### config.mk
export PLATFORM = sky130hd
export DESIGN_NAME = ascii_command_line_controller
export DESIGN_NICKNAME = d
export VERILOG_FILES = /design/src/rtl/core/clc_pkg.sv /design/src/rtl/core/ascii_command_line_controller.sv /design/src/rtl/core/clc_front.sv /design/src/rtl/core/clc_back.sv
export SDC_FILE = /design/constraint.sdc
export NUM_CORES = 1
export LEC_CHECK = 0
export ABC_AREA = 1
export BUFFER_PORTS_ARGS = -buffer_cell sky130_fd_sc_hd__buf_2
export CAP_MARGIN = 30
export CORE_ASPECT_RATIO = 1.25
export CORE_MARGIN = 2
export CORE_UTILIZATION = 60
export DETAILED_ROUTE_END_ITERATION = 6
export PLACE_DENSITY = 0.81
export SYNTH_ARGS = -nofsm -noshare
export SYNTH_HDL_FRONTEND = slang
export SYNTH_SLANG_ARGS = --single-unit
### constraint.sdc
create_clock -name clk -period 6.56 [get_ports clk]
set_clock_uncertainty 0.2 [all_clocks]
set_input_delay 1.312 -clock clk [delete_from_list [all_inputs] [get_ports clk]]
set_output_delay 1.312 -clock clk [all_outputs]
set_load 0.01 [all_outputs]
### src/rtl/core/clc_pkg.sv
`timescale 1ns / 1ps
`default_nettype none

package clc_pkg;

	localparam int LINE_LEN_DEF = 20;
	localparam int CFG_IDX_W = 2;

	// ascii codes the line parser looks for
	localparam logic [7:0] CH_LF    = 8'h0A;
	localparam logic [7:0] CH_CR    = 8'h0D;
	localparam logic [7:0] CH_O     = 8'h4F;
	localparam logic [7:0] CH_U     = 8'h55;
	localparam logic [7:0] CH_T     = 8'h54;
	localparam logic [7:0] CH_COLON = 8'h3A;
	localparam logic [7:0] CH_S     = 8'h53;
	localparam logic [7:0] CH_E     = 8'h45;
	localparam logic [7:0] CH_H     = 8'h48;
	localparam logic [7:0] CH_L     = 8'h4C;
	localparam logic [7:0] CH_ONE   = 8'h31;
	localparam logic [7:0] CH_ZERO  = 8'h30;
	localparam logic [7:0] CH_NINE  = 8'h39;
	localparam logic [7:0] CH_MINUS = 8'h2D;

	localparam logic [7:0] HIGH_LIMIT_RST  = 8'd26;
	localparam logic [7:0] LOW_LIMIT_RST   = 8'd23;
	localparam logic [3:0] OPEN_LEVEL_RST  = 4'd8;
	localparam logic [3:0] CLOSE_LEVEL_RST = 4'd5;
	localparam logic [7:0] MOTOR_STEPS_RST = 8'd40;

	typedef enum logic [CFG_IDX_W-1:0] {
		REG_OPEN_LEVEL  = 2'd0,
		REG_CLOSE_LEVEL = 2'd1,
		REG_MOTOR_STEPS = 2'd2
	} cfg_reg_t;

	typedef enum logic [2:0] {
		CMD_NONE     = 3'd0,
		CMD_OUT      = 3'd1,
		CMD_SET_HIGH = 3'd2,
		CMD_SET_LOW  = 3'd3,
		CMD_UNKNOWN  = 3'd4
	} cmd_kind_t;

	typedef enum logic [1:0] {
		MOVE_NONE  = 2'd0,
		MOVE_OPEN  = 2'd1,
		MOVE_CLOSE = 2'd2
	} move_t;

	typedef enum logic [1:0] {
		OP_STORE = 2'd0,
		OP_EOL   = 2'd1,
		OP_LIGHT = 2'd2
	} op_code_t;

	typedef enum logic [1:0] {
		BK_IDLE   = 2'd0,
		BK_WALK   = 2'd1,
		BK_FINISH = 2'd2
	} bk_state_t;

	typedef struct packed {
		logic       kind;
		logic [7:0] rx_byte;
		logic [3:0] light_level;
	} in_item_t;

	typedef struct packed {
		logic [2:0]        command_kind;
		logic              relay_on;
		logic              curtain_up;
		logic [1:0]        move;
		logic [7:0]        move_steps;
		logic              beep;
		logic              manual_mode;
		logic signed [7:0] high_limit;
		logic signed [7:0] low_limit;
	} out_item_t;

	typedef struct packed {
		op_code_t   code;
		logic [7:0] data;
	} op_t;

	// "OUT:" by position
	function automatic logic [7:0] out_key_char(input logic [1:0] i);
		logic [7:0] c;
		case (i)
			2'd0:    c = CH_O;
			2'd1:    c = CH_U;
			2'd2:    c = CH_T;
			default: c = CH_COLON;
		endcase
		return c;
	endfunction

	// "SETTH:" or "SETTL:" by position
	function automatic logic [7:0] set_key_char(input logic [2:0] i, input logic high);
		logic [7:0] c;
		case (i)
			3'd0:    c = CH_S;
			3'd1:    c = CH_E;
			3'd2:    c = CH_T;
			3'd3:    c = CH_T;
			3'd4:    c = high ? CH_H : CH_L;
			default: c = CH_COLON;
		endcase
		return c;
	endfunction

endpackage

`default_nettype wire

### src/rtl/core/ascii_command_line_controller.sv
// ascii command line controller
// in channel (in_valid / in_stall / in_data): one transaction per received
// byte or light tick; the front classifies it and parks it in a 2-entry queue
// out channel (out_valid / out_stall / out_data): exactly one result per input
// transaction, in order, held in an output register until taken
// cfg channel (cfg_valid / cfg_ready / cfg_index / cfg_data): always ready,
// index 0 open level, 1 close level, 2 motor steps; other indexes ignored
// a plain byte, a light tick or an empty line end is registered into the
// output register as the back takes it; the back, when idle, takes one such
// transaction a cycle while the output register is free or being taken
// a line end with n stored bytes walks the line store one byte per cycle over
// its single read port while the queue keeps taking input until it is full
// when the receiver stalls the result register holds, the back waits, and
// in_stall rises once the queue is full
// reset: empty line, curtain open, relay on, auto mode, limits 26 and 23,
// levels 8 and 5, 40 motor steps; no clearing pass is needed
`timescale 1ns / 1ps
`default_nettype none

module ascii_command_line_controller #(
	parameter int LINE_LEN = clc_pkg::LINE_LEN_DEF
) (
	input  wire                             clk,
	input  wire                             arst_n,
	input  wire                             in_valid,
	output logic                            in_stall,
	input  clc_pkg::in_item_t               in_data,
	output logic                            out_valid,
	input  wire                             out_stall,
	output clc_pkg::out_item_t              out_data,
	input  wire                             cfg_valid,
	output logic                            cfg_ready,
	input  wire [clc_pkg::CFG_IDX_W-1:0]    cfg_index,
	input  wire [7:0]                       cfg_data
);

	logic         q_valid;
	logic         q_pop;
	clc_pkg::op_t q_op;

	clc_front u_front (
		.clk      (clk),
		.arst_n   (arst_n),
		.in_valid (in_valid),
		.in_stall (in_stall),
		.in_data  (in_data),
		.q_valid  (q_valid),
		.q_op     (q_op),
		.q_pop    (q_pop)
	);

	clc_back #(
		.LINE_LEN (LINE_LEN)
	) u_back (
		.clk       (clk),
		.arst_n    (arst_n),
		.q_valid   (q_valid),
		.q_op      (q_op),
		.q_pop     (q_pop),
		.out_valid (out_valid),
		.out_stall (out_stall),
		.out_data  (out_data),
		.cfg_valid (cfg_valid),
		.cfg_ready (cfg_ready),
		.cfg_index (cfg_index),
		.cfg_data  (cfg_data)
	);

endmodule

`default_nettype wire

### src/rtl/core/clc_front.sv
`timescale 1ns / 1ps
`default_nettype none

module clc_front (
	input  wire                 clk,
	input  wire                 arst_n,
	input  wire                 in_valid,
	output logic                in_stall,
	input  clc_pkg::in_item_t   in_data,
	output logic                q_valid,
	output clc_pkg::op_t        q_op,
	input  wire                 q_pop
);

	clc_pkg::op_t op_new;
	clc_pkg::op_t slot_q [2];
	logic         wr_ptr_q;
	logic         rd_ptr_q;
	logic [1:0]   cnt_q;
	logic         push;

	// classify the incoming transaction
	always_comb begin
		if (in_data.kind) begin
			op_new.code = clc_pkg::OP_LIGHT;
			op_new.data = {4'd0, in_data.light_level};
		end else if (in_data.rx_byte == clc_pkg::CH_LF || in_data.rx_byte == clc_pkg::CH_CR) begin
			op_new.code = clc_pkg::OP_EOL;
			op_new.data = in_data.rx_byte;
		end else begin
			op_new.code = clc_pkg::OP_STORE;
			op_new.data = in_data.rx_byte;
		end
	end

	assign in_stall = (cnt_q == 2'd2);
	assign push     = in_valid && !in_stall;
	assign q_valid  = (cnt_q != 2'd0);
	assign q_op     = slot_q[rd_ptr_q];

	always_ff @(posedge clk) begin
		if (push) begin
			slot_q[wr_ptr_q] <= op_new;
		end
	end

	always_ff @(posedge clk or negedge arst_n) begin
		if (!arst_n) begin
			wr_ptr_q <= 1'b0;
			rd_ptr_q <= 1'b0;
			cnt_q    <= 2'd0;
		end else begin
			if (push) begin
				wr_ptr_q <= !wr_ptr_q;
			end
			if (q_pop) begin
				rd_ptr_q <= !rd_ptr_q;
			end
			case ({push, q_pop})
				2'b10:   cnt_q <= cnt_q + 2'd1;
				2'b01:   cnt_q <= cnt_q - 2'd1;
				default: cnt_q <= cnt_q;
			endcase
		end
	end

endmodule

`default_nettype wire

### src/rtl/core/clc_back.sv
`timescale 1ns / 1ps
`default_nettype none

module clc_back #(
	parameter int LINE_LEN = clc_pkg::LINE_LEN_DEF
) (
	input  wire                             clk,
	input  wire                             arst_n,
	input  wire                             q_valid,
	input  clc_pkg::op_t                    q_op,
	output logic                            q_pop,
	output logic                            out_valid,
	input  wire                             out_stall,
	output clc_pkg::out_item_t              out_data,
	input  wire                             cfg_valid,
	output logic                            cfg_ready,
	input  wire [clc_pkg::CFG_IDX_W-1:0]    cfg_index,
	input  wire [7:0]                       cfg_data
);

	localparam int IDX_W = $clog2(LINE_LEN);
	localparam logic [IDX_W-1:0] LAST_IDX = IDX_W'(LINE_LEN - 1);

	clc_pkg::bk_state_t state_q, state_d;

	logic [7:0]       mem [LINE_LEN];
	logic [IDX_W-1:0] wi_q;
	logic             curtain_q, relay_q, manual_q;
	logic [7:0]       upper_q, lower_q;
	logic [3:0]       open_lvl_q, close_lvl_q;
	logic [7:0]       steps_q;

	logic [IDX_W-1:0] rd_pos_q;
	logic [IDX_W-1:0] chk_pos_s1;
	logic             chk_vld_s1;
	logic [7:0]       rd_data_s1;

	logic       out_m_q, th_m_q, tl_m_q, c4_q, neg_q, parse_q;
	logic [7:0] acc_q;

	logic                out_valid_q;
	clc_pkg::out_item_t  out_data_q;

	logic       out_free, head_go, is_store, is_light, start_walk;
	logic       walk_issue, walk_done, finish_go, load_res;
	logic       is_digit;
	logic [3:0] digit;
	logic [7:0] acc_next, num;
	logic       hit_out, hit_th, hit_tl;
	logic [3:0] light;

	logic               n_cur, n_rel, n_man;
	logic [7:0]         n_up, n_lo;
	clc_pkg::cmd_kind_t r_cmd;
	clc_pkg::move_t     r_move;
	logic               r_beep;
	clc_pkg::out_item_t res;

	assign cfg_ready = 1'b1;
	assign out_valid = out_valid_q;
	assign out_data  = out_data_q;

	assign out_free   = !out_valid_q || !out_stall;
	assign head_go    = (state_q == clc_pkg::BK_IDLE) && q_valid && out_free;
	assign is_store   = head_go && (q_op.code == clc_pkg::OP_STORE);
	assign is_light   = head_go && (q_op.code == clc_pkg::OP_LIGHT);
	assign start_walk = head_go && (q_op.code == clc_pkg::OP_EOL) && (wi_q != '0);
	assign walk_issue = (state_q == clc_pkg::BK_WALK) && (rd_pos_q != wi_q);
	assign walk_done  = (state_q == clc_pkg::BK_WALK) && (rd_pos_q == wi_q) && !chk_vld_s1;
	assign finish_go  = (state_q == clc_pkg::BK_FINISH) && out_free;
	assign load_res   = (head_go && !start_walk) || finish_go;
	assign q_pop      = head_go;
	assign light      = q_op.data[3:0];

	always_ff @(posedge clk or negedge arst_n) begin
		if (!arst_n) begin
			state_q <= clc_pkg::BK_IDLE;
		end else begin
			state_q <= state_d;
		end
	end

	always_comb begin
		state_d = state_q;
		unique case (state_q)
			clc_pkg::BK_IDLE: begin
				if (start_walk) begin
					state_d = clc_pkg::BK_WALK;
				end
			end
			clc_pkg::BK_WALK: begin
				if (walk_done) begin
					state_d = clc_pkg::BK_FINISH;
				end
			end
			clc_pkg::BK_FINISH: begin
				if (finish_go) begin
					state_d = clc_pkg::BK_IDLE;
				end
			end
			default: state_d = clc_pkg::BK_IDLE;
		endcase
	end

	// line store, one write and one registered read a cycle
	always_ff @(posedge clk) begin
		if (is_store) begin
			mem[wi_q] <= q_op.data;
		end
		rd_data_s1 <= mem[rd_pos_q];
		chk_pos_s1 <= rd_pos_q;
	end

	// per-character parse step
	assign is_digit = (rd_data_s1 >= clc_pkg::CH_ZERO) && (rd_data_s1 <= clc_pkg::CH_NINE);
	assign digit    = 4'(rd_data_s1 - clc_pkg::CH_ZERO);
	assign acc_next = {acc_q[4:0], 3'b000} + {acc_q[6:0], 1'b0} + {4'd0, digit};

	// a hit also needs at least as many stored bytes as its prefix, so short lines fail
	assign hit_out = out_m_q && (wi_q >= IDX_W'(4));
	assign hit_th  = th_m_q && (wi_q >= IDX_W'(6));
	assign hit_tl  = tl_m_q && (wi_q >= IDX_W'(6));
	assign num     = neg_q ? 8'(8'd0 - acc_q) : acc_q;

	always_ff @(posedge clk) begin
		if (start_walk) begin
			out_m_q <= 1'b1;
			th_m_q  <= 1'b1;
			tl_m_q  <= 1'b1;
			c4_q    <= 1'b0;
			neg_q   <= 1'b0;
			parse_q <= 1'b1;
			acc_q   <= 8'd0;
		end else if (chk_vld_s1) begin
			if (chk_pos_s1 < IDX_W'(4)
				&& rd_data_s1 != clc_pkg::out_key_char(chk_pos_s1[1:0])) begin
				out_m_q <= 1'b0;
			end
			if (chk_pos_s1 < IDX_W'(6)) begin
				if (rd_data_s1 != clc_pkg::set_key_char(chk_pos_s1[2:0], 1'b1)) begin
					th_m_q <= 1'b0;
				end
				if (rd_data_s1 != clc_pkg::set_key_char(chk_pos_s1[2:0], 1'b0)) begin
					tl_m_q <= 1'b0;
				end
			end
			if (chk_pos_s1 == IDX_W'(4)) begin
				c4_q <= (rd_data_s1 == clc_pkg::CH_ONE);
			end
			if (chk_pos_s1 == IDX_W'(6)) begin
				if (rd_data_s1 == clc_pkg::CH_MINUS) begin
					neg_q <= 1'b1;
				end else if (is_digit) begin
					acc_q <= {4'd0, digit};
				end else begin
					parse_q <= 1'b0;
				end
			end else if (chk_pos_s1 > IDX_W'(6) && parse_q) begin
				if (is_digit) begin
					acc_q <= acc_next;
				end else begin
					parse_q <= 1'b0;
				end
			end
		end
	end

	// state updates and the result of the transaction being finished
	always_comb begin
		n_cur  = curtain_q;
		n_rel  = relay_q;
		n_man  = manual_q;
		n_up   = upper_q;
		n_lo   = lower_q;
		r_cmd  = clc_pkg::CMD_NONE;
		r_move = clc_pkg::MOVE_NONE;
		r_beep = 1'b0;
		if (is_light && !manual_q) begin
			if (light >= open_lvl_q && !curtain_q) begin
				n_cur  = 1'b1;
				n_rel  = 1'b1;
				r_move = clc_pkg::MOVE_OPEN;
				r_beep = 1'b1;
			end else if (light <= close_lvl_q && curtain_q) begin
				n_cur  = 1'b0;
				n_rel  = 1'b0;
				r_move = clc_pkg::MOVE_CLOSE;
				r_beep = 1'b1;
			end
		end
		if (finish_go) begin
			if (hit_out) begin
				r_cmd  = clc_pkg::CMD_OUT;
				n_man  = 1'b1;
				n_rel  = c4_q;
				r_beep = 1'b1;
				if (c4_q && !curtain_q) begin
					n_cur  = 1'b1;
					r_move = clc_pkg::MOVE_OPEN;
				end else if (!c4_q && curtain_q) begin
					n_cur  = 1'b0;
					r_move = clc_pkg::MOVE_CLOSE;
				end
			end else if (hit_th) begin
				r_cmd  = clc_pkg::CMD_SET_HIGH;
				n_up   = num;
				n_man  = 1'b0;
				r_beep = 1'b1;
			end else if (hit_tl) begin
				r_cmd  = clc_pkg::CMD_SET_LOW;
				n_lo   = num;
				n_man  = 1'b0;
				r_beep = 1'b1;
			end else begin
				r_cmd = clc_pkg::CMD_UNKNOWN;
			end
		end
		res.command_kind = r_cmd;
		res.relay_on     = n_rel;
		res.curtain_up   = n_cur;
		res.move         = r_move;
		res.move_steps   = (r_move != clc_pkg::MOVE_NONE) ? steps_q : 8'd0;
		res.beep         = r_beep;
		res.manual_mode  = n_man;
		res.high_limit   = n_up;
		res.low_limit    = n_lo;
	end

	always_ff @(posedge clk) begin
		if (load_res) begin
			out_data_q <= res;
		end
	end

	always_ff @(posedge clk or negedge arst_n) begin
		if (!arst_n) begin
			wi_q        <= '0;
			rd_pos_q    <= '0;
			chk_vld_s1  <= 1'b0;
			curtain_q   <= 1'b1;
			relay_q     <= 1'b1;
			manual_q    <= 1'b0;
			upper_q     <= clc_pkg::HIGH_LIMIT_RST;
			lower_q     <= clc_pkg::LOW_LIMIT_RST;
			open_lvl_q  <= clc_pkg::OPEN_LEVEL_RST;
			close_lvl_q <= clc_pkg::CLOSE_LEVEL_RST;
			steps_q     <= clc_pkg::MOTOR_STEPS_RST;
			out_valid_q <= 1'b0;
		end else begin
			if (is_store) begin
				wi_q <= (wi_q == LAST_IDX) ? '0 : wi_q + 1'b1;
			end else if (finish_go) begin
				wi_q <= '0;
			end
			if (start_walk) begin
				rd_pos_q <= '0;
			end else if (walk_issue) begin
				rd_pos_q <= rd_pos_q + 1'b1;
			end
			chk_vld_s1 <= walk_issue;
			curtain_q  <= n_cur;
			relay_q    <= n_rel;
			manual_q   <= n_man;
			upper_q    <= n_up;
			lower_q    <= n_lo;
			if (load_res) begin
				out_valid_q <= 1'b1;
			end else if (!out_stall) begin
				out_valid_q <= 1'b0;
			end
			if (cfg_valid) begin
				unique case (cfg_index)
					clc_pkg::REG_OPEN_LEVEL:  open_lvl_q  <= cfg_data[3:0];
					clc_pkg::REG_CLOSE_LEVEL: close_lvl_q <= cfg_data[3:0];
					clc_pkg::REG_MOTOR_STEPS: steps_q     <= cfg_data;
					default: ;
				endcase
			end
		end
	end

endmodule

`default_nettype wire
==> results of run 1 <==
-- worst paths after layout --
check	end	slack (ns)
setup / recovery	u_back.out_data[23]	3.10
hold / removal	u_back.tl_m_q	0.26
setup reg to reg	u_back.out_data[23]	3.10
hold reg to reg	u_back.tl_m_q	0.26
max in group asynchronous	u_back.rd_pos_q[0]	4.92
min in group asynchronous	u_back.lower_q[5]	0.69
-- layer usage --
| metal | GRT usage | share of wire | up-vias |
|---|---|---|---|
| met5 | 0 | 0 | - |
| met4 | 0.128 | 0.048 | 0 |
| met3 | 0.0321 | 0.053 | 96 |
| met2 | 0.445 | 0.51 | 320 |
| met1 | 0.315 | 0.38 | 4135 |
| li1 | - | - | 4109 |
-- Yosys cell counts (9+ instances only) --
cell / number / area (µm²)
dfxtp_1: 27 / 541
dfrtp_1: 39 / 976
edfxtp_1: 213 / 6400
inv_1: 91 / 342
clkbuf_1: 14 / 52.6
o211ai_1: 18 / 135
nor2_2: 11 / 68.8
a21oi_1: 43 / 215
ha_1: 30 / 375
o21ai_0: 125 / 626
dfstp_2: 14 / 368
buf_2: 20 / 100
nand3_1: 56 / 280
xor2_1: 18 / 158
mux2_1: 10 / 113
o22ai_1: 17 / 106
nand2_1: 154 / 578
nand2_2: 9 / 56.3
nor2_1: 180 / 676
nor3_1: 9 / 45.0
-- critical path, delay by kind of cell (launching register included) --
family	cells	cell delay, ns
compound gates	1	0.09
buf+inv	2	0.26
simple gates	9	1.45
flops	1	0.60
fa+ha+maj	1	0.61
-- state kept, by name (all words and copies together) (netlist names), 2 cells and up --
signal,count
u_back.lower_q,8
u_front.slot_q,20
u_back.rd_pos_q,5
u_back.rd_data_s1,8
u_back.open_lvl_q,4
u_back.steps_q,8
u_back.acc_q,8
u_back.state_q,2
u_back.upper_q,8
u_back.out_data,33
u_back.wi_q,5
u_back.chk_pos_s1,5
u_back.mem,160
u_back.close_lvl_q,4
u_front.cnt_q,2
-- power by group through the flow --
stage          combinational (mW)  clock [mW]  sequential [mW]
2_1_floorplan                1.58           0             2.62
3_3_place_gp                 2.16           0             2.68
3_5_place_dp                 2.21           0             2.69
4_1_cts                      2.24        1.66             2.65
5_1_grt                      2.52        1.72             2.69
6_report                     2.25        1.64             2.66
-- area by class of cell --
cell class	instances	share of cell area
clock buffers	38	0.0556
clock inverters	14	0.0110
inverters	100	0.0265
multi-input cells	735	0.277
flip-flops and latches	293	0.582
well taps	274	0.0241
repair buffers	67	0.0244
-- cells by family (layout without fill, tap and decap cells) --
| kind of cell | count (synthesis) | after routing | synth area share |
|---|---|---|---|
| xor+xnor | 24 | 24 | 0.0164 |
| simple gates | 449 | 449 | 0.155 |
| fa+ha+maj | 32 | 32 | 0.0325 |
| mux | 11 | 11 | 0.00968 |
| compound gates | 218 | 218 | 0.0935 |
| other cells | 1 | 1 | 0.000293 |
| flops | 293 | 293 | 0.647 |
| buf+inv | 140 | 219 | 0.0453 |
-- per-stage QoR --
step                      hold slack (ns)  cell area [µm²]  instances  total power, mW
after floorplan                     0.142            12800       1168             4.20
after global placement              0.248            13300       1469             4.84
after detailed placement            0.254            13300       1469             4.89
after CTS                           0.264            14200       1521             6.55
after global routing                0.274            14200       1521             6.93
final                               0.260            14200       1521             6.55
==> qor.csv, run 1 <==
metric,value,unit
vias,8660,
Final GP Congestion,0.952,
CP dominant cell by count,nand2_1,
vias per inst,5.69,
first-pass GRT wire length,45.0,mm
Fmax,0.289,GHz
Slowest cell on crit path,nand2_1,
Num CTS Buffers,28,
final setup margin,3.10,ns
CTS H-tree lvls,1,
ordered list of cells on the worst path,inv_2 > nand2_1 > nand2_1 > ha_1 > nand2_1 > inv_1 > o21ai_0 > nand2_1 > nand2_1 > nand3_1 > nand2_4 > nor2_8 > nor2_2,
count of final setup violators,0,
reg2reg start,u_front.rd_ptr_q,
final hold violation count,0,
pre-CTS setup slack,2.95,ns
crit path from,u_front.rd_ptr_q,
max incr delay on CP,0.61,ns
PostCTS Resize Cnt,0,
Internal,4.06,mW
Clock Path Buffers,3,
CTS sink cnt,293,
n_diodes,0,
Crit Path Class,reg -> reg,
Sw Pwr,2.49,mW
Static Leak,5.75,nW
total track usage,0.256,
Fillers,1482,
Detailed Place HPWL,18.0,mm
ys async rst share,0.181,
largest net degree at the start of global routing,94,
hold_buf cts,0,
"CTS clk-pin slew, worst paths",0.06,ns
number of global-route vias before repair,8778,
post-detailed-route DRC marker count,0,
initial core utilization,0.612,
"Seq/Total Area, Yosys",0.647,
row cnt,59,
Synth Area per Inst,11.0,µm²
"commonest cells after routing, fill and taps aside","edfxtp_1 (213), nor2_1 (180), nand2_1 (154), o21ai_0 (124), inv_1 (91)",
"Cell Area, Synth",12800,µm²
Yosys reg bits,293,
Multi-input gate area,3940,µm²
synth-to-layout area growth,11.3,%
grt total ovfl,0,
Worst-Margin Slew,1.05,ns
IO Pins,64,
Worst Setup Start Kind,flop,
PD cells,460,nW/µm²
routed length per instance,18.4,µm
core region area,20900,µm²
Seq pwr share,0.406,
die area,22500,µm²
dominant synthesized flop cell,edfxtp_1,
Hold Path Class,reg -> reg,
"critical path fanouts, max",22,
FF-to-FF path depth,13,
Sw Share,0.380,
hold path cells,2,
DR iter-0 viols,900,
status,completed,
arrival time worst endpoint,3.56,ns
post-route setup TNS,0,ns
Die Wd,135,µm
Slew HR,0.301,
initial antenna violation count,0,
# port buffers,62,
DRT antenna net count,0,
Tmin final,3.46,ns
critical path endpoint category,flop,
worst path required time,6.66,ns
share of layout cells above drive strength 1,0.143,
"commonest non-fill, non-tap cell in the layout",edfxtp_1,
Final Core Density,0.681,
Post-synth EDFFs,213,
VDD IR max,0.289,mV
RSZ-0062 raised after global routing,no,
DR pass1 iterations,5,
clk_lat worst skew,0.54,ns
FF/Latch Area,8280,µm²
hold_sp,u_back.tl_m_q,
clock root buffer,clkbuf_16,
Comb pwr share,0.344,
total number of yosys warnings,0,
Synth cell types,49,
clock network power share,0.250,
setup bufs post-CTS,0,
max-capacitance violation count,0,
max-slew violation count,0,
CTS tree,done,
syn_nets,1228,
Synth Instances,1168,
Die Span Y,167,µm
# nets final,1285,
Routed WL,27.9,mm
final period utilization,0.527,
(Power assumes the default switching activity.)
==> inputs of run 2 (changes only) <==
--- a/config.mk
+++ b/config.mk
@@ -10,9 +10,9 @@
 export CAP_MARGIN = 30
 export CORE_ASPECT_RATIO = 1.25
 export CORE_MARGIN = 2
-export CORE_UTILIZATION = 60
+export CORE_UTILIZATION = 55
 export DETAILED_ROUTE_END_ITERATION = 6
-export PLACE_DENSITY = 0.81
+export PLACE_DENSITY = 0.79
 export SYNTH_ARGS = -nofsm -noshare
 export SYNTH_HDL_FRONTEND = slang
 export SYNTH_SLANG_ARGS = --single-unit
==> constraint.sdc (replaced) <==
create_clock -name clk -period 3 [get_ports clk]
set_clock_uncertainty 0.2 [all_clocks]
set_input_delay 0.6 -clock clk [delete_from_list [all_inputs] [get_ports clk]]
set_output_delay 0.6 -clock clk [all_outputs]
set_load 0.01 [all_outputs]
==> run 2 against run 1 <==
Register-to-register slack lost 2.8 ns. Non-clock buffer count grew 28. Global-route usage shrank 2.9 points. Worst hold slack lost 0.15 ns. Clock power grew 94%. Clock-buffer cell count shrank 6. Sequential power grew 120%. Final area grew 1.0%. Flip-flop and latch count is the same.
==> qor.csv, run 2 (synthesis results as in run 1) <==
metric,value,unit
status,completed,
max-slew violation count,0,
post-route setup TNS,0,ns
CTS sink cnt,293,
"commonest non-fill, non-tap cell in the layout",edfxtp_1,
largest net degree at the start of global routing,68,
Final GP Congestion,0.941,
count of final setup violators,0,
Clock Path Buffers,3,
number of global-route vias before repair,8593,
ordered list of cells on the worst path,inv_2 > or2_2 > o21ai_0 > ha_1 > nor2_1 > o21ai_0 > nand2_1 > nand2_1 > nand3_1 > nand2_4 > o21ai_0,
Final Core Density,0.628,
initial core utilization,0.559,
largest reg by FF count,u_back.mem,
FF/Latch Area,8280,µm²
met2 WL post-DR,14.1,mm
Hold Path Class,in -> reg,
Worst Setup Start Kind,flop,
max-capacitance violation count,0,
RSZ-0062 raised after global routing,no,
Fillers,1696,
Multi-input gate area,3940,µm²
CP dominant cell by count,o21ai_0,
share of layout cells above drive strength 1,0.156,
max FFs per register,160,
synth-to-layout area growth,12.4,%
PD cells,972,nW/µm²
final period utilization,0.897,
DR iter-0 viols,802,
worst path required time,3.07,ns
Slowest cell on crit path,dfrtp_1,
PostCTS Resize Cnt,0,
Static Leak,5.85,nW
pre-CTS setup slack,0.296,ns
DRT antenna net count,0,
post-detailed-route DRC marker count,0,
total track usage,0.226,
clock root buffer,clkbuf_16,
Tmin final,2.69,ns
top layer in use,met4,
CTS H-tree lvls,1,
Routed WL,27.8,mm
CTS tree,done,
vias,8799,
Detailed Place HPWL,18.9,mm
Fmax,0.371,GHz
Slew HR,0.343,
Worst-Margin Slew,0.983,ns
routed wl met3,1.78,mm
final setup margin,0.308,ns
# nets final,1313,
"CTS clk-pin slew, worst paths",0.06,ns
"critical path fanouts, max",12,
arrival time worst endpoint,2.77,ns
n_diodes,0,
routed length per instance,17.8,µm
critical path endpoint category,flop,
IO Pins,64,
core region area,22900,µm²
M1 wire length,10.5,mm
Die Wd,140,µm
grt total ovfl,0,
VDD IR max,0.550,mV
max incr delay on CP,0.59,ns
vias per inst,5.64,
row cnt,62,
final hold violation count,0,
DR pass1 iterations,6,
# port buffers,62,
Die Span Y,175,µm
clk_lat worst skew,0.54,ns
Crit Path Class,reg -> reg,
initial antenna violation count,0,
"commonest cells after routing, fill and taps aside","edfxtp_1 (213), nor2_1 (180), nand2_1 (154), o21ai_0 (124), inv_1 (91)",
die area,24500,µm²
Num CTS Buffers,28,
first-pass GRT wire length,43.6,mm
run 2: cell count changes in the layout (fill, tap and decap cells not counted), sizes merged:
| cell | delta |
|---|---|
| buf | +27 |
| dlygate4sd3 | +1 |
| bufinv | -3 |
| inv | -1 |
| clkinv | +8 |
| clkinvlp | -1 |
| clkbuf | -6 |
run 2: metrics by stage:
step,total power [mW],std cells,hold slack (ns),area [µm²]
detailed placement,10.8,1510,0.250,13500
floorplan,9.18,1168,0.104,12800
global placement,10.7,1510,0.236,13500
CTS,14.0,1560,0.0879,14400
finish,14.0,1560,0.105,14400
global route,14.8,1560,0.120,14400
run 2: final timing paths:
check / from / end / slack [ns] / cells after the start
min in group asynchronous: arst_n / u_back.state_q[1] / 0.50 / 2
hold / removal: cfg_data[6] / u_back.steps_q[6] / 0.10 / 3
setup / recovery: u_front.rd_ptr_q / u_back.out_data[28] / 0.31 / 11
setup reg to reg: u_front.rd_ptr_q / u_back.out_data[28] / 0.31 / 11
hold reg to reg: u_back.tl_m_q / u_back.tl_m_q / 0.26 / 2
max in group asynchronous: arst_n / u_back.upper_q[3] / 1.37 / 3
run 2: layout make-up:
cell class | count | area share
Sequential cell | 293 | 0.576
Multi-Input combinational cell | 735 | 0.274
Clock buffer | 32 | 0.0513
Timing Repair Buffer | 95 | 0.0416
Inverter | 100 | 0.0263
Tap cell | 288 | 0.0251
Clock inverter | 17 | 0.00609
run 2: where the power goes:
group	internal [mW]	switching (mW)	leakage, nW	total (mW)
Sequential	5.31	0.511	2.80	5.82
Clock	1.75	1.43	0.402	3.18
Combinational	1.54	3.44	2.65	4.98
run 2: critical path: cells and delay by family, from the launching register on:
| family | cells | cell delay, ns |
|---|---|---|
| compound gates | 3 | 0.43 |
| fa+ha+maj | 1 | 0.22 |
| buf+inv | 1 | 0.18 |
| flops | 1 | 0.59 |
| simple gates | 6 | 0.80 |
run 2: layer usage:
metal  global-route usage  up-vias
li1                     -     4176
met1                0.270     4139
met2                0.406      384
met3               0.0320      100
met4                0.104        0
met5                    0        -
run 2: what timing repair did:
action	in CTS	in global routing
buffers inserted	0	0
hold buffers	1	0
hold endpoints to repair	23	0
